<file path="src/rtl/core/nppc_pkg.sv">
`timescale 1ns / 1ps

package nppc_pkg;

    // Sizes
    localparam int PALETTE_SIZE = 6;
    localparam int MAX_LANES    = 8;
    localparam int LANE_IDX_W   = 3;
    localparam int COUNT_W      = 3;
    localparam int CFG_IDX_W    = 3;
    localparam int COLOR_W      = 24;
    localparam int BYTE_W       = 8;
    localparam int TRIG_W       = 16;
    localparam int COORD_W      = 24;
    localparam int DIST_W       = 48;
    localparam int MID_DEPTH    = 4;
    localparam int OUT_DEPTH    = 8;

    // Register map
    localparam logic [CFG_IDX_W-1:0] REG_COUNT      = 3'd0;
    localparam logic [CFG_IDX_W-1:0] REG_COLOR_BASE = 3'd1;

    // Reset values
    localparam logic [COUNT_W-1:0] COUNT_RESET  = 3'd2;
    localparam logic [COLOR_W-1:0] COLOR0_RESET = 24'h0000FF;

    typedef struct packed {
        logic signed [TRIG_W-1:0] s;
        logic signed [TRIG_W-1:0] c;
    } trig_t;

    // Pixel after the front end: plane coordinates plus value
    typedef struct packed {
        logic signed [COORD_W-1:0] x;
        logic signed [COORD_W-1:0] y;
        logic [BYTE_W-1:0]         val;
    } front_item_t;

    typedef struct packed {
        logic [BYTE_W-1:0]     hue;
        logic [BYTE_W-1:0]     sat;
        logic [BYTE_W-1:0]     val;
        logic [LANE_IDX_W-1:0] idx;
    } result_t;

    // Candidate in the compare tree
    typedef struct packed {
        logic                  valid;
        logic [LANE_IDX_W-1:0] idx;
        logic [DIST_W-1:0]     dsq;
    } node_t;

    // round(16384 * sin(2 deg * k)), k = 0..45
    function automatic logic [14:0] quarter_sin(input logic [5:0] k);
        logic [14:0] v;
        case (k)
            6'd0:  v = 15'd0;
            6'd1:  v = 15'd572;
            6'd2:  v = 15'd1143;
            6'd3:  v = 15'd1713;
            6'd4:  v = 15'd2280;
            6'd5:  v = 15'd2845;
            6'd6:  v = 15'd3406;
            6'd7:  v = 15'd3964;
            6'd8:  v = 15'd4516;
            6'd9:  v = 15'd5063;
            6'd10: v = 15'd5604;
            6'd11: v = 15'd6138;
            6'd12: v = 15'd6664;
            6'd13: v = 15'd7182;
            6'd14: v = 15'd7692;
            6'd15: v = 15'd8192;
            6'd16: v = 15'd8682;
            6'd17: v = 15'd9162;
            6'd18: v = 15'd9630;
            6'd19: v = 15'd10087;
            6'd20: v = 15'd10531;
            6'd21: v = 15'd10963;
            6'd22: v = 15'd11381;
            6'd23: v = 15'd11786;
            6'd24: v = 15'd12176;
            6'd25: v = 15'd12551;
            6'd26: v = 15'd12911;
            6'd27: v = 15'd13255;
            6'd28: v = 15'd13583;
            6'd29: v = 15'd13894;
            6'd30: v = 15'd14189;
            6'd31: v = 15'd14466;
            6'd32: v = 15'd14726;
            6'd33: v = 15'd14968;
            6'd34: v = 15'd15191;
            6'd35: v = 15'd15396;
            6'd36: v = 15'd15582;
            6'd37: v = 15'd15749;
            6'd38: v = 15'd15897;
            6'd39: v = 15'd16026;
            6'd40: v = 15'd16135;
            6'd41: v = 15'd16225;
            6'd42: v = 15'd16294;
            6'd43: v = 15'd16344;
            6'd44: v = 15'd16374;
            6'd45: v = 15'd16384;
            default: v = 15'd0;
        endcase
        return v;
    endfunction

    // Q14 sin/cos of a hue byte; hue repeats every 180 units
    function automatic trig_t trig_lookup(input logic [BYTE_W-1:0] hue);
        logic [BYTE_W-1:0]        r;
        logic [1:0]               q;
        logic [BYTE_W-1:0]        kk;
        logic [5:0]               k;
        logic signed [TRIG_W-1:0] a;
        logic signed [TRIG_W-1:0] b;
        trig_t                    t;
        r = (hue >= 8'd180) ? (hue - 8'd180) : hue;
        if (r < 8'd45) begin
            q  = 2'd0;
            kk = r;
        end else if (r < 8'd90) begin
            q  = 2'd1;
            kk = r - 8'd45;
        end else if (r < 8'd135) begin
            q  = 2'd2;
            kk = r - 8'd90;
        end else begin
            q  = 2'd3;
            kk = r - 8'd135;
        end
        k = kk[5:0];
        a = signed'({1'b0, quarter_sin(k)});
        b = signed'({1'b0, quarter_sin(6'd45 - k)});
        case (q)
            2'd0: begin t.s = a;  t.c = b;  end
            2'd1: begin t.s = b;  t.c = -a; end
            2'd2: begin t.s = -a; t.c = -b; end
            default: begin t.s = -b; t.c = a; end
        endcase
        return t;
    endfunction

    // Q14 trig times an unsigned byte; result fits 24 bits signed
    function automatic logic signed [COORD_W-1:0] coord_mul(
        input logic signed [TRIG_W-1:0] t,
        input logic [BYTE_W-1:0]        m
    );
        logic signed [COORD_W:0] te;
        logic signed [COORD_W:0] me;
        logic signed [COORD_W:0] p;
        te = (COORD_W+1)'(t);
        me = signed'({17'b0, m});
        p  = te * me;
        return p[COORD_W-1:0];
    endfunction

    // Magnitude of a coordinate difference
    function automatic logic [COORD_W-1:0] abs_diff(input logic signed [COORD_W:0] v);
        logic signed [COORD_W:0] n;
        n = -v;
        return v[COORD_W] ? n[COORD_W-1:0] : v[COORD_W-1:0];
    endfunction

    // Right side wins only when strictly nearer: ties keep the lower index
    function automatic node_t pick(input node_t a, input node_t b);
        if (b.valid && (!a.valid || (b.dsq < a.dsq)))
            return b;
        else
            return a;
    endfunction

endpackage

</file>
<file path="src/rtl/core/nppc_front.sv">
`timescale 1ns / 1ps

module nppc_front (
    input  logic                        clk,
    input  logic                        rst_n,
    input  logic                        push,
    output logic                        full,
    input  logic [nppc_pkg::BYTE_W-1:0] pixel_hue,
    input  logic [nppc_pkg::BYTE_W-1:0] pixel_sat,
    input  logic [nppc_pkg::BYTE_W-1:0] pixel_val,
    input  logic                        mid_full,
    output logic                        mid_wr,
    output nppc_pkg::front_item_t       mid_data
);

    import nppc_pkg::*;

    logic        vld_reg, vld_next;
    front_item_t item_reg;
    logic        accept;
    trig_t       trig;

    // Stage holds while the queue is full
    assign full     = vld_reg && mid_full;
    assign accept   = push && !full;
    assign mid_wr   = vld_reg && !mid_full;
    assign mid_data = item_reg;
    assign vld_next = accept || (vld_reg && mid_full);
    assign trig     = trig_lookup(pixel_hue);

    always_ff @(posedge clk or negedge rst_n)
    begin
        if (!rst_n)
            vld_reg <= 1'b0;
        else
            vld_reg <= vld_next;
    end

    // Pixel to cone coordinates
    always_ff @(posedge clk)
    begin
        if (accept)
        begin
            item_reg.x   <= coord_mul(trig.c, pixel_sat);
            item_reg.y   <= coord_mul(trig.s, pixel_sat);
            item_reg.val <= pixel_val;
        end
    end

endmodule

</file>
<file path="config.mk">
export PLATFORM = sky130hd
export DESIGN_NAME = nppc_front
export DESIGN_NICKNAME = d
export VERILOG_FILES = /design/src/rtl/core/nppc_pkg.sv /design/src/rtl/core/nppc_front.sv
export SDC_FILE = /design/constraint.sdc
export NUM_CORES = 1
export LEC_CHECK = 0
export ABC_AREA = 0
export BUFFER_PORTS_ARGS = -buffer_cell sky130_fd_sc_hd__buf_2
export CORE_MARGIN = 2
export CORE_UTILIZATION = 65
export DETAILED_ROUTE_END_ITERATION = 6
export GPL_TIMING_DRIVEN = 0
export PLACE_DENSITY = 0.92
export SYNTH_ARGS = -nofsm -noshare
export SYNTH_HDL_FRONTEND = slang
export SYNTH_SLANG_ARGS = --single-unit
export TNS_END_PERCENT = 50
</file>
<file path="constraint.sdc">
create_clock -name clk -period 4.33 [get_ports clk]
set_clock_uncertainty 0.1 [all_clocks]
set_input_delay 1.0825 -clock clk [delete_from_list [all_inputs] [get_ports clk]]
set_output_delay 1.0825 -clock clk [all_outputs]
set_load 0.05 [all_outputs]
</file>
==> results of run 1 <==
## cell usage after synthesis (all sizes together), types with 33 or more instances
cell type	count	area [µm²]
nor3	33	191
xnor2	52	463
a21boi	35	263
clkbuf	59	221
o21ai	98	517
a21oi	83	427
nor2	96	373
nor2b	34	213
nand2	158	593
and2	95	594
inv	333	1250
ha	115	1440
nand3	61	310
edfxtp	56	1680
fa	200	4000
buf	44	249
## cell families after synthesis
logic type / count (synthesis) / share of synthesized area, %
muxes: 10 / 0.822
adders and majority gates: 315 / 34.1
AOI/OAI and AO/OA: 480 / 22.2
and+or+nand+nor: 569 / 18.2
buffers and inverters: 437 / 10.8
DFF: 57 / 10.7
xor gates and xnor gates: 59 / 3.28
## per-stage QoR
step	hold WS, ns	utilization [%]
after CTS	0.395	79.3
after floorplan	0.687	-
after detailed placement	0.605	71.2
after global placement	0.512	71.1
## what timing repair did
action	CTS
setup endpoints to repair	48
pin swaps	111
setup buffers	104
gates resized for setup	193
## metal layers
metal / overflow / GRT usage [%]
met5: 0 / 51.7
met4: 5 / 74.8
met3: 1 / 70.3
met2: 4 / 92.2
met1: 0 / 79.9
==> impl_metrics.ini, run 1 <==
[synthesis]
netlist_instances = 1927
ys_ff_latch = 57
yosysSeqAreaShare_pct = 10.7
synth_area_um2 = 16000
synth-edff-count = 56
yosysUniqueCellTypes = 107
syn_nets = 2270
yosys_warnings = 0
syn_area_per_cell_um2 = 8.29
ys.flop_type = edfxtp_1
async_flop_share_pct = 1.75

[sta]
worstEndpointType = register data pin
grt-worst-endpoint = mid_data[30]$_DFFE_PP_/D

[clocking]
cts-root-buf = clkbuf_16
numCtsBuffers = 9
cts.path.max_buffers = 2
ctsHoldBuffers = 0
cts_sinks = 57
htree_levels = 3

[placed_design]
place_hpwl_um = 45300
port-buffer-count = 84
dp.cells = 2336
dpl_worst_slack_ns = -8.48
gp_congestion = 1.07
place_area_um2 = 17300

[floorplan]
io_pins = 86
die_h_um = 161
die_x_um = 161
start_util_pct = 65.9
rows = 57

[run_status]
status = aborted with a tool error
failed_stage = 5_1_grt
error = [ERROR GRT-0232] Routing congestion too high. Check the congestion heatmap in the GUI.

[global_routing]
grt_use_total_pct = 79.8
overflow = 10
grt_start_max_net_pins = 31
==> run 2, diff against run 1 <==
Settings changed: CORE_UTILIZATION 65 to 40, PLACE_DENSITY 0.92 to unset, PLACE_DENSITY_LB_ADDON set to 0.15.
==> run 2 against run 1 <==
  * The flow now finishes, with violations (negative setup slack)
  * Synthesized cell count unchanged
  * Synthesized area unchanged
==> impl_metrics.ini, run 2 <==
[layout]
diodes = 0
final_layout_size_suffix_gt1_share_pct = 26.7
largest_register_ffs = 56
layout.nets = 2502
final_cells = 2689
layout_common_cells = 309 x inv_1, 199 x fa_1, 149 x nand2_1
final_common_cell = inv_1
areaGrowthSynthToFinish_pct = 26.3
stdcell_area_um2 = 20200
fillers = 3721

[global_routing]
grt_first_pass_wirelength_um = 89200
grt_antenna_before_repair = 2
grt_start_max_net_pins = 33
use_met3_pct = 5.01
globalRoute.busiestLayer = met2
met2_usage_pct = 45.0
grt_pass1_vias = 15900
overflow = 0
use_met1_pct = 37.1
grt_use_total_pct = 27.7

[synthesis]
ys_ff_latch = 57
yosysUniqueCellTypes = 107
netlist_instances = 1927
yosysSeqAreaShare_pct = 10.7
yosysTopAreaCell = fa_1
synth-edff-count = 56
synth_area_um2 = 16000
synthTopCellsByCount = 330 x inv_1, 200 x fa_1, 158 x nand2_1
synth_area_leaders = fa_1 25%, edfxtp_1 11%, ha_1 9.0%
async_flop_share_pct = 1.75
ys.flop_type = edfxtp_1
synth_top_area_share_pct = 25.1
syn_area_per_cell_um2 = 8.29
syn_nets = 2270
yosysMostFrequentCell = inv_1
yosys_warnings = 0

[clocking]
cts_sinks = 57
numCtsBuffers = 9
clk_latency_ns = 0.36
htree_levels = 3
cts.path.max_buffers = 2
cts_tree = built
ctsHoldBuffers = 0
cts-root-buf = clkbuf_16
clkTransAtPathRegs_ns = 0.05

[sta]
fmax_ghz = 0.0940
slew_headroom_pct = 32.3
timing.final.crit_period_ns = 10.64
fin_crit_sh_pct = 246
setup_viol = 48
setup-tns-final_ns = -227.40
maxSlewViolCount = 0
fin_ws_ns = -6.31
rsz0062_at_grt = yes
hold_viol = 0
worst_pin_slew_ns = 1.01

[placed_design]
place_hpwl_um = 43400
place_area_um2 = 17500
gp_congestion = 1.00
port-buffer-count = 84
dp.cells = 2537

[run_status]
failed_checks = negative setup slack
status = finished with violations

[critical_path]
slowest_delay_ns = 0.56
reg2reg_setup_slack_ns = 2.42
start_kind = input pin
cp_max_fo = 12
required_ns = 4.34
ff2ff_path_depth = 3
criticalPathCategory = in -> reg
cp.arrival_ns = 10.65
crit_slowest_cell = or4_4
timing.rr.end = mid_data[15]
r2r_start = vld_reg
end_kind = register

[floorplan]
die_x_um = 204
io_pins = 86
rows = 73
core_um2 = 39500
start_util_pct = 40.4
fp.dieArea_um2 = 41600
die_h_um = 204

[drt]
totalWireLength_um = 56700
detail_route.wl_per_cell_um = 21.1
ant_nets = 0
drc = 0
drt-pass1-iter-count = 6
drtIter0Drc = 1495
routed_via_density = 5.79
dr_total_vias = 15600

[flow_run]
maxCapViolations = 0

[worst_hold_path]
hp-class = in -> async
## run 2: cell counts after synthesis
No cell type changed its count.
## run 2: what timing repair did
| item | CTS | global route |
|---|---|---|
| buffers inserted | 106 | 40 |
| resized for setup | 190 | 95 |
| endpoints found under the setup margin | 48 | 48 |
| pin swaps | 106 | 65 |
| cloned | 1 | 0 |
## run 2: routing by layer
layer	part of all wire (%)	vias to the layer above
met2	46	696
met5	0	-
li1	-	7050
met3	7.6	155
met4	3.3	0
met1	43	7677
## run 2: logic make-up after synthesis
kind of cell,Yosys count,synth area share (%)
adder cells (fa/ha/maj),315,34.1
buffers and inverters,437,10.8
flip-flops,57,10.7
multiplexers,10,0.822
AO/OA/AOI/OAI,480,22.2
AND/OR/NAND/NOR,569,18.2
XOR/XNOR,59,3.28
## run 2: stage by stage
stage | utilization, % | hold slack [ns] | worst slack (ns)
3_5_place_dp | 44.3 | 0.572 | -8.53
4_1_cts | 49.4 | 0.361 | -6.28
2_1_floorplan | - | 0.687 | -6.05
6_report | 51.0 | 0.387 | -6.31
3_3_place_gp | 44.2 | 0.512 | -8.66
5_1_grt | 51.0 | 0.376 | -6.63
## run 2: cell type report
class	count	area [µm²]	area share, %
Clock inverter	5	55.1	0.273
Clock buffer	11	243	1.20
Buffer	97	642	3.18
Sequential cell	57	1710	8.46
Inverter	334	1300	6.43
Tap cell	525	657	3.25
Multi-Input combinational cell	1433	14000	69.3
Timing Repair Buffer	227	1590	7.87
## run 2: worst max-delay path by stage
| stage | slack, ns | startpoint | depth (start not counted) | to |
|---|---|---|---|---|
| 5_1_grt | -6.63 | pixel_hue[2] | 48 | mid_data[31] |
| 6_report | -6.31 | pixel_hue[2] | 44 | mid_data[31] |
| 3_3_place_gp | -8.66 | pixel_hue[3] | 40 | mid_data[55] |
| 3_5_place_dp | -8.53 | pixel_hue[3] | 46 | mid_data[31] |
| 2_1_floorplan | -6.05 | pixel_hue[2] | 43 | mid_data[55] |
| 4_1_cts | -6.28 | pixel_hue[2] | 48 | mid_data[54] |
## run 2: critical path, delay by kind of cell
family	cells	cell delay (ns)
compound gates	20	4.23
xor+xnor	1	0.08
fa+ha+maj	7	2.55
buf+inv	10	1.06
simple gates	6	1.63
Power of run 2 is not shown: default switching activity piles up to over one toggle a cycle in this logic, so the estimate is an artifact.
