## src/rtl/core/nppc_pkg.sv

```systemverilog
`timescale 1ns / 1ps

package nppc_pkg;

    // Sizes
    localparam int PALETTE_SIZE = 6;
    localparam int MAX_LANES    = 8;
    localparam int LANE_IDX_W   = 3;
    localparam int COUNT_W      = 3;
    localparam int CFG_IDX_W    = 3;
    localparam int COLOR_W      = 24;
    localparam int BYTE_W       = 8;
    localparam int TRIG_W       = 16;
    localparam int COORD_W      = 24;
    localparam int DIST_W       = 48;
    localparam int MID_DEPTH    = 4;
    localparam int OUT_DEPTH    = 8;

    // Register map
    localparam logic [CFG_IDX_W-1:0] REG_COUNT      = 3'd0;
    localparam logic [CFG_IDX_W-1:0] REG_COLOR_BASE = 3'd1;

    // Reset values
    localparam logic [COUNT_W-1:0] COUNT_RESET  = 3'd2;
    localparam logic [COLOR_W-1:0] COLOR0_RESET = 24'h0000FF;

    typedef struct packed {
        logic signed [TRIG_W-1:0] s;
        logic signed [TRIG_W-1:0] c;
    } trig_t;

    // Pixel after the front end: plane coordinates plus value
    typedef struct packed {
        logic signed [COORD_W-1:0] x;
        logic signed [COORD_W-1:0] y;
        logic [BYTE_W-1:0]         val;
    } front_item_t;

    typedef struct packed {
        logic [BYTE_W-1:0]     hue;
        logic [BYTE_W-1:0]     sat;
        logic [BYTE_W-1:0]     val;
        logic [LANE_IDX_W-1:0] idx;
    } result_t;

    // Candidate in the compare tree
    typedef struct packed {
        logic                  valid;
        logic [LANE_IDX_W-1:0] idx;
        logic [DIST_W-1:0]     dsq;
    } node_t;

    // round(16384 * sin(2 deg * k)), k = 0..45
    function automatic logic [14:0] quarter_sin(input logic [5:0] k);
        logic [14:0] v;
        case (k)
            6'd0:  v = 15'd0;
            6'd1:  v = 15'd572;
            6'd2:  v = 15'd1143;
            6'd3:  v = 15'd1713;
            6'd4:  v = 15'd2280;
            6'd5:  v = 15'd2845;
            6'd6:  v = 15'd3406;
            6'd7:  v = 15'd3964;
            6'd8:  v = 15'd4516;
            6'd9:  v = 15'd5063;
            6'd10: v = 15'd5604;
            6'd11: v = 15'd6138;
            6'd12: v = 15'd6664;
            6'd13: v = 15'd7182;
            6'd14: v = 15'd7692;
            6'd15: v = 15'd8192;
            6'd16: v = 15'd8682;
            6'd17: v = 15'd9162;
            6'd18: v = 15'd9630;
            6'd19: v = 15'd10087;
            6'd20: v = 15'd10531;
            6'd21: v = 15'd10963;
            6'd22: v = 15'd11381;
            6'd23: v = 15'd11786;
            6'd24: v = 15'd12176;
            6'd25: v = 15'd12551;
            6'd26: v = 15'd12911;
            6'd27: v = 15'd13255;
            6'd28: v = 15'd13583;
            6'd29: v = 15'd13894;
            6'd30: v = 15'd14189;
            6'd31: v = 15'd14466;
            6'd32: v = 15'd14726;
            6'd33: v = 15'd14968;
            6'd34: v = 15'd15191;
            6'd35: v = 15'd15396;
            6'd36: v = 15'd15582;
            6'd37: v = 15'd15749;
            6'd38: v = 15'd15897;
            6'd39: v = 15'd16026;
            6'd40: v = 15'd16135;
            6'd41: v = 15'd16225;
            6'd42: v = 15'd16294;
            6'd43: v = 15'd16344;
            6'd44: v = 15'd16374;
            6'd45: v = 15'd16384;
            default: v = 15'd0;
        endcase
        return v;
    endfunction

    // Q14 sin/cos of a hue byte; hue repeats every 180 units
    function automatic trig_t trig_lookup(input logic [BYTE_W-1:0] hue);
        logic [BYTE_W-1:0]        r;
        logic [1:0]               q;
        logic [BYTE_W-1:0]        kk;
        logic [5:0]               k;
        logic signed [TRIG_W-1:0] a;
        logic signed [TRIG_W-1:0] b;
        trig_t                    t;
        r = (hue >= 8'd180) ? (hue - 8'd180) : hue;
        if (r < 8'd45) begin
            q  = 2'd0;
            kk = r;
        end else if (r < 8'd90) begin
            q  = 2'd1;
            kk = r - 8'd45;
        end else if (r < 8'd135) begin
            q  = 2'd2;
            kk = r - 8'd90;
        end else begin
            q  = 2'd3;
            kk = r - 8'd135;
        end
        k = kk[5:0];
        a = signed'({1'b0, quarter_sin(k)});
        b = signed'({1'b0, quarter_sin(6'd45 - k)});
        case (q)
            2'd0: begin t.s = a;  t.c = b;  end
            2'd1: begin t.s = b;  t.c = -a; end
            2'd2: begin t.s = -a; t.c = -b; end
            default: begin t.s = -b; t.c = a; end
        endcase
        return t;
    endfunction

    // Q14 trig times an unsigned byte; result fits 24 bits signed
    function automatic logic signed [COORD_W-1:0] coord_mul(
        input logic signed [TRIG_W-1:0] t,
        input logic [BYTE_W-1:0]        m
    );
        logic signed [COORD_W:0] te;
        logic signed [COORD_W:0] me;
        logic signed [COORD_W:0] p;
        te = (COORD_W+1)'(t);
        me = signed'({17'b0, m});
        p  = te * me;
        return p[COORD_W-1:0];
    endfunction

    // Magnitude of a coordinate difference
    function automatic logic [COORD_W-1:0] abs_diff(input logic signed [COORD_W:0] v);
        logic signed [COORD_W:0] n;
        n = -v;
        return v[COORD_W] ? n[COORD_W-1:0] : v[COORD_W-1:0];
    endfunction

    // Right side wins only when strictly nearer: ties keep the lower index
    function automatic node_t pick(input node_t a, input node_t b);
        if (b.valid && (!a.valid || (b.dsq < a.dsq)))
            return b;
        else
            return a;
    endfunction

endpackage

```

## src/rtl/core/nppc_fifo.sv

```systemverilog
`timescale 1ns / 1ps

module nppc_fifo #(
    parameter int WIDTH = $bits(nppc_pkg::front_item_t),
    parameter int DEPTH = nppc_pkg::MID_DEPTH
) (
    input  logic             clk,
    input  logic             rst_n,
    input  logic             wr,
    input  logic [WIDTH-1:0] wr_data,
    input  logic             rd,
    output logic [WIDTH-1:0] rd_data,
    output logic             empty,
    output logic             full
);

    localparam int PTR_W = (DEPTH > 1) ? $clog2(DEPTH) : 1;
    localparam int CNT_W = $clog2(DEPTH + 1);

    logic [WIDTH-1:0] mem_reg [DEPTH];
    logic [PTR_W-1:0] wr_ptr_reg, wr_ptr_next;
    logic [PTR_W-1:0] rd_ptr_reg, rd_ptr_next;
    logic [CNT_W-1:0] cnt_reg, cnt_next;
    logic             do_wr;
    logic             do_rd;

    assign empty   = (cnt_reg == '0);
    assign full    = (cnt_reg == CNT_W'(DEPTH));
    assign do_wr   = wr && !full;
    assign do_rd   = rd && !empty;
    assign rd_data = mem_reg[rd_ptr_reg];

    // Pointer and count update
    always_comb
    begin
        wr_ptr_next = wr_ptr_reg;
        rd_ptr_next = rd_ptr_reg;
        if (do_wr)
            wr_ptr_next = (wr_ptr_reg == PTR_W'(DEPTH - 1)) ? '0 : wr_ptr_reg + 1'b1;
        if (do_rd)
            rd_ptr_next = (rd_ptr_reg == PTR_W'(DEPTH - 1)) ? '0 : rd_ptr_reg + 1'b1;
        cnt_next = cnt_reg + CNT_W'(do_wr) - CNT_W'(do_rd);
    end

    always_ff @(posedge clk or negedge rst_n)
    begin
        if (!rst_n)
        begin
            wr_ptr_reg <= '0;
            rd_ptr_reg <= '0;
            cnt_reg    <= '0;
        end
        else
        begin
            wr_ptr_reg <= wr_ptr_next;
            rd_ptr_reg <= rd_ptr_next;
            cnt_reg    <= cnt_next;
        end
    end

    // Storage, no reset
    always_ff @(posedge clk)
    begin
        if (do_wr)
            mem_reg[wr_ptr_reg] <= wr_data;
    end

endmodule

```

## config.mk

```make
export PLATFORM = sky130hd
export DESIGN_NAME = nppc_fifo
export DESIGN_NICKNAME = d
export VERILOG_FILES = /design/src/rtl/core/nppc_pkg.sv /design/src/rtl/core/nppc_fifo.sv
export SDC_FILE = /design/constraint.sdc
export NUM_CORES = 1
export LEC_CHECK = 0
export BUFFER_PORTS_ARGS = -buffer_cell sky130_fd_sc_hd__buf_2
export CORE_AREA = 2 2 188 190
export DETAILED_ROUTE_END_ITERATION = 6
export DIE_AREA = 0 0 190 192
export GPL_TIMING_DRIVEN = 0
export MAX_ROUTING_LAYER = met4
export PLACE_DENSITY = 0.44
export SYNTH_ARGS = -nofsm -noshare
export SYNTH_HDL_FRONTEND = slang
export SYNTH_SLANG_ARGS = --single-unit
```

## constraint.sdc

```tcl
create_clock -name clk -period 2.5 [get_ports clk]
set_input_delay 0.125 -clock clk [delete_from_list [all_inputs] [get_ports clk]]
set_output_delay 0.125 -clock clk [all_outputs]
set_load 0.02 [all_outputs]
```

# Yosys cells after proc, flatten, opt, wreduce, memory -nomap -nowiden
# Memories as Yosys holds them, arrays and structs flattened.
# Cells that the tools add are included.
dict set report totals {
  reg_bits 7
  latch_bits 0
  ram_bits 224
  romBits 0
  inputBits 60
  out_inout_bits 58
  elab_cells 20
  memories 1
}
# name words width rd rd_ports_with_merged_regs write_ports line
set mem_list {}
lappend mem_list {mem_reg 4 56 1 0 1 nppc_fifo.sv:20} ;# logic [WIDTH-1:0] mem_reg [DEPTH];
dict set report op_classes {
  add_sub_neg 4
  n_mul 0
  div_mod_pow 0
  n_lt_le_gt_ge 0
  eq_ne 3
  shift 0
  muxes 4
  bitwise 0
  reduce_logical 5
}
# operator n
set op_table {}
lappend op_table {{adder 2 x 1 -> 2 bit, second input constant} 2}
lappend op_table {{equality test 2 bit, second input constant} 2}
lappend op_table {{two-way mux 2 bit} 2}
lappend op_table {{adder 3 x 1 -> 3 bit} 1}
lappend op_table {{equality test 3 bit, second input constant} 1}
lappend op_table {{logical NOT 3 bit} 1}
lappend op_table {{subtractor 3 x 1 -> 3 bit} 1}
lappend op_table {{logical AND 1 bit} 2}
lappend op_table {{logical NOT 1 bit} 2}
lappend op_table {{two-way mux 1 bit} 2}

# Logic depth before layout (Yosys ltp)
dict set report depth {
  ltp_word 5
  depth_mapped 9
  depth_no_buf 9
}

# Worst setup path before layout
# Ideal clock, no wire load.
dict set report synth_path {
  path_kind {reg-to-reg}
  from {register cnt_reg[2]}
  to {memory mem_reg[1][0] (netlist name) (enable)}
  t_arrival_ps 2250
  required_time_ps 2080
  slack_ps -169
  path_stages_with_launch 4
  period_less_slack_ps 2669
  path_cell_list {dfrtp_1 > nor3b_2 > nor2b_1 > and2_1}
}
dict set report synth_between {
  elab_chain_len 5
}
# item line
set synth_rtl {}
lappend synth_rtl {{start, declared} nppc_fifo.sv:23} ;# logic [CNT_W-1:0] cnt_reg, cnt_next;
lappend synth_rtl {{start signal, assigned} nppc_fifo.sv:57} ;# cnt_reg <= cnt_next;
lappend synth_rtl {{equality test 3 bit} nppc_fifo.sv:28} ;# assign full = (cnt_reg == CNT_W'(DEPTH));
lappend synth_rtl {{via full} nppc_fifo.sv:14} ;# output logic full
lappend synth_rtl {{logical NOT 1 bit} nppc_fifo.sv:29} ;# assign do_wr = wr && !full;
lappend synth_rtl {{logical AND 1 bit} nppc_fifo.sv:29}
lappend synth_rtl {{two-way mux 1 bit} nppc_fifo.sv:64} ;# if (do_wr)
lappend synth_rtl {{two-way mux 1 bit (implied by the code)} nppc_fifo.sv:65} ;# mem_reg[wr_ptr_reg] <= wr_data;
lappend synth_rtl {{end, declared} nppc_fifo.sv:20}
# The timed path passes the listed nets, and every way through them passes these cells.

# Final worst setup path
dict set report layout_path {
  from {register rd_ptr_reg[1]}
  to {output rd_data[45]}
}
dict set report layout_between {
  elab_chain_len 1
}
# item line
set layout_rtl {}
lappend layout_rtl {{start, declared} nppc_fifo.sv:22} ;# logic [PTR_W-1:0] rd_ptr_reg, rd_ptr_next;
lappend layout_rtl {{start signal, assigned} nppc_fifo.sv:56} ;# rd_ptr_reg <= rd_ptr_next;
lappend layout_rtl {{memory read (4 x 56 bit)} n/a}
lappend layout_rtl {{end, declared} nppc_fifo.sv:12} ;# output logic [WIDTH-1:0] rd_data,
# Every way passes these cells.

==> results.sh <==
export IMPL_clockBufferDepth=3
export IMPL_worst_setup_path_end_kind="output port"
export IMPL_start_kind="flop"
export IMPL_power_frac_comb=0.333
export IMPL_final_nets=609
export IMPL_p_sw_frac=0.315
export IMPL_min_path_type="input pin to flop"
export IMPL_largest_reg_flops=224
export IMPL_clock_latency_ns=0.52
export IMPL_slew_violations=0
export IMPL_die_h_um=192
export IMPL_stdcell_count=1014
export IMPL_p_switching_uw=4140
export IMPL_timing_final_crit_period_ns=2.29
export IMPL_clkPwrFrac=0.266
export IMPL_multi_input_area_um2=1510
export IMPL_crit_type="flop to output port"
export IMPL_drcViolationCount=0
export IMPL_cp_max_fo=10
export IMPL_syn_avg_cell_area_um2=25.7
export IMPL_io_pins=118
export IMPL_yosysSeqAreaShare=0.808
export IMPL_coreArea_um2=34300
export IMPL_htreeDepth=1
export IMPL_max_freq_ghz=0.437
export IMPL_netlist_area_um2=8540
export IMPL_crit_required_ns=2.38
export IMPL_synthesis_instances=332
export IMPL_drive_gt1_frac=0.419
export IMPL_skew_ns=0.00815
export IMPL_totalWireLength_um=17700
export IMPL_p_leak_uw=0.00384
export IMPL_grt_util_all_layers=0.100
export IMPL_pwr_share_seq=0.401
export IMPL_arrival_ns=2.16
export IMPL_drtPass1Iterations=4
export IMPL_syn2layout_area_growth_pct=31.2
export IMPL_seqCellArea_um2=6900
export IMPL_p_int_uw=9030
export IMPL_grt_max_degree=34
export IMPL_io_buffers=117
export IMPL_grt_pass1_wl_um=26700
export IMPL_clk_pin_slew_ns=0.05
export IMPL_post_route_period_util=0.914
export IMPL_wire_per_inst_um=17.4
export IMPL_ant_nets=0
export IMPL_vias=4105
export IMPL_rows=68
export IMPL_drtIter0Drc=138
export IMPL_rsz0062_at_grt="no"
export IMPL_root_buffer="clkbuf_16"
export IMPL_reg2regPathDepth=9
export IMPL_syn_nets=400
export IMPL_antenna_cells=0
export IMPL_dieArea_um2=36500
export IMPL_ir_worst_vdd_v=0.000498
export IMPL_tightest_slew_ns=0.763
export IMPL_die_w_um=190
export IMPL_setup_violations=0
export IMPL_postCtsSetupBuffers=0
export IMPL_worstHoldPathCells=3
export IMPL_status="finished clean"
export IMPL_cts_buffers=27
export IMPL_fillers=3273
export IMPL_via_per_inst=4.05
export IMPL_cts_sinks=231
export IMPL_grt_pass1_vias=4443
export IMPL_p_total_uw=13200
export IMPL_power_density_nw_per_um2=1170
export IMPL_synth_seq_cells=231
export IMPL_drv_cap=0
export IMPL_slew_headroom=0.491
export IMPL_antenna_found_initial=0
export IMPL_overflow=0
export IMPL_synth_cell_types=21
export IMPL_yosysWarnings=0
export IMPL_hpwlAfterDp_um=10700
export IMPL_routabilityCongestion=0.704
export IMPL_cts_tree="yes"
export IMPL_start_util=0.249
export IMPL_place_inst=908
export IMPL_hold_violations=0
[final timing paths]
check,start,slack (ns),to
setup / recovery,rd_ptr_reg[1]$_DFFE_PN0P_,0.21,rd_data[45]
hold / removal,rd,0.08,rd_ptr_reg[1]$_DFFE_PN0P_
setup reg to reg,cnt_reg[2]$_DFF_PN0_,0.29,cnt_reg[2]$_DFF_PN0_
max in group asynchronous,rst_n,1.69,cnt_reg[2]$_DFF_PN0_
min in group asynchronous,rst_n,0.55,cnt_reg[0]$_DFF_PN0_
hold reg to reg,cnt_reg[0]$_DFF_PN0_,0.56,cnt_reg[0]$_DFF_PN0_
[critical path: stages (launching register included)]
cell,delay (ns)
dfrtp_1,0.41
buf_2,0.32
buf_2,0.36
mux4_2,0.37
buf_2,0.18
[stage by stage]
| step | setup slack, ns | utilization | setup TNS [ns] | hold WS [ns] | instance area [um^2] |
|---|---|---|---|---|---|
| 2_1_floorplan | 0.0791 | - | 0 | -0.171 | 8550 |
| 3_3_place_gp | -0.296 | 0.283 | -65.11 | -0.0343 | 9700 |
| 3_5_place_dp | 0.121 | 0.286 | 0 | -0.0265 | 9820 |
| 4_1_cts | 0.0986 | 0.327 | 0 | 0.0475 | 11200 |
| 5_1_grt | 0.0458 | 0.327 | 0 | 0.0727 | 11200 |
| 6_report | 0.214 | 0.327 | 0 | 0.0830 | 11200 |
[power groups by stage]
| stage | Clock (uW) | Sequential, uW | Combinational (uW) |
|---|---|---|---|
| after floorplan | 0 | 5310 | 2920 |
| final | 3510 | 5280 | 4380 |
| after global placement | 0 | 5370 | 4300 |
| after detailed placement | 0 | 5370 | 4490 |
| after global routing | 3820 | 5350 | 4750 |
| after CTS | 3670 | 5300 | 4570 |
[per-layer routing]
layer | global-route usage | wire length (um) | vias up | share of wire
met2 | 0.166 | 8630 | 99 | 0.49
met5 | - | 0 | - | 0
met4 | 0.0265 | 336 | 0 | 0.019
met1 | 0.124 | 7680 | 2143 | 0.43
li1 | - | - | 1831 | -
met3 | 0.0250 | 1040 | 32 | 0.059
[area by class of cell]
type,instances,share of cell area
Sequential cell,231,0.616
Clock inverter,7,0.00413
Clock buffer,40,0.0673
Tap cell,455,0.0508
Buffer,13,0.0108
Timing Repair Buffer,180,0.115
Multi-Input combinational cell,81,0.134
Inverter,7,0.00234
[kinds of logic (layout without fill, tap and decap cells)]
group,count (synthesis),count (layout),share of synthesized area
xor gates and xnor gates,2,2,0.00205
buffers and inverters,20,247,0.0173
and+or+nand+nor,11,11,0.00776
muxes,59,59,0.152
DFF,231,231,0.808
adders and majority gates,8,8,0.0126
AOI/OAI and AO/OA,1,1,0.000733
[cell usage after synthesis, drive strengths merged]
| library cell | number | area (um^2) |
|---|---|---|
| dfrtp | 7 | 175 |
| nand2b | 1 | 6.26 |
| fa | 1 | 20.0 |
| edfxtp | 224 | 6730 |
| inv | 7 | 26.3 |
| buf | 11 | 114 |
| nor3b | 1 | 12.5 |
| and2 | 4 | 25.0 |
| mux2 | 3 | 33.8 |
| nor2 | 2 | 7.51 |
| nor2b | 1 | 6.26 |
| nand2 | 1 | 3.75 |
| clkbuf | 2 | 7.51 |
| ha | 7 | 87.6 |
| mux4 | 56 | 1260 |
| xnor2 | 2 | 17.5 |
| nor3 | 1 | 5.00 |
| o22ai | 1 | 6.26 |
[cells in the final DEF, fill, tap and decap left out]
master         netlist  final
nand2_1              1      1
nor2_1               2      2
clkbuf_1             2     12
o22ai_1              1      1
dlygate4sd3_1        0     59
nand2b_1             1      1
and2_4               0      4
ha_1                 7      7
clkinv_2             0      3
clkinvlp_4           0      3
clkbuf_16            0     27
mux2_2               3      3
nor3_1               1      1
mux4_2              56     56
nor2b_2              0      1
buf_2                4    121
buf_16               0      4
clkbuf_8             0      3
buf_6                1      1
inv_1                7      7
dfrtp_1              7      7
buf_12               3      3
fa_1                 1      1
xnor2_1              2      2
buf_4                3      3
clkinv_4             0      1
edfxtp_1           224    224
nor3b_2              1      1
[what timing repair did]
item                                    in CTS  in global routing
gates resized for setup                      0                  1
hold buffers                                59                  0
endpoints found under the hold margin      232                  0
endpoints found under the setup margin       0                  1
(Power assumes the default switching activity.)
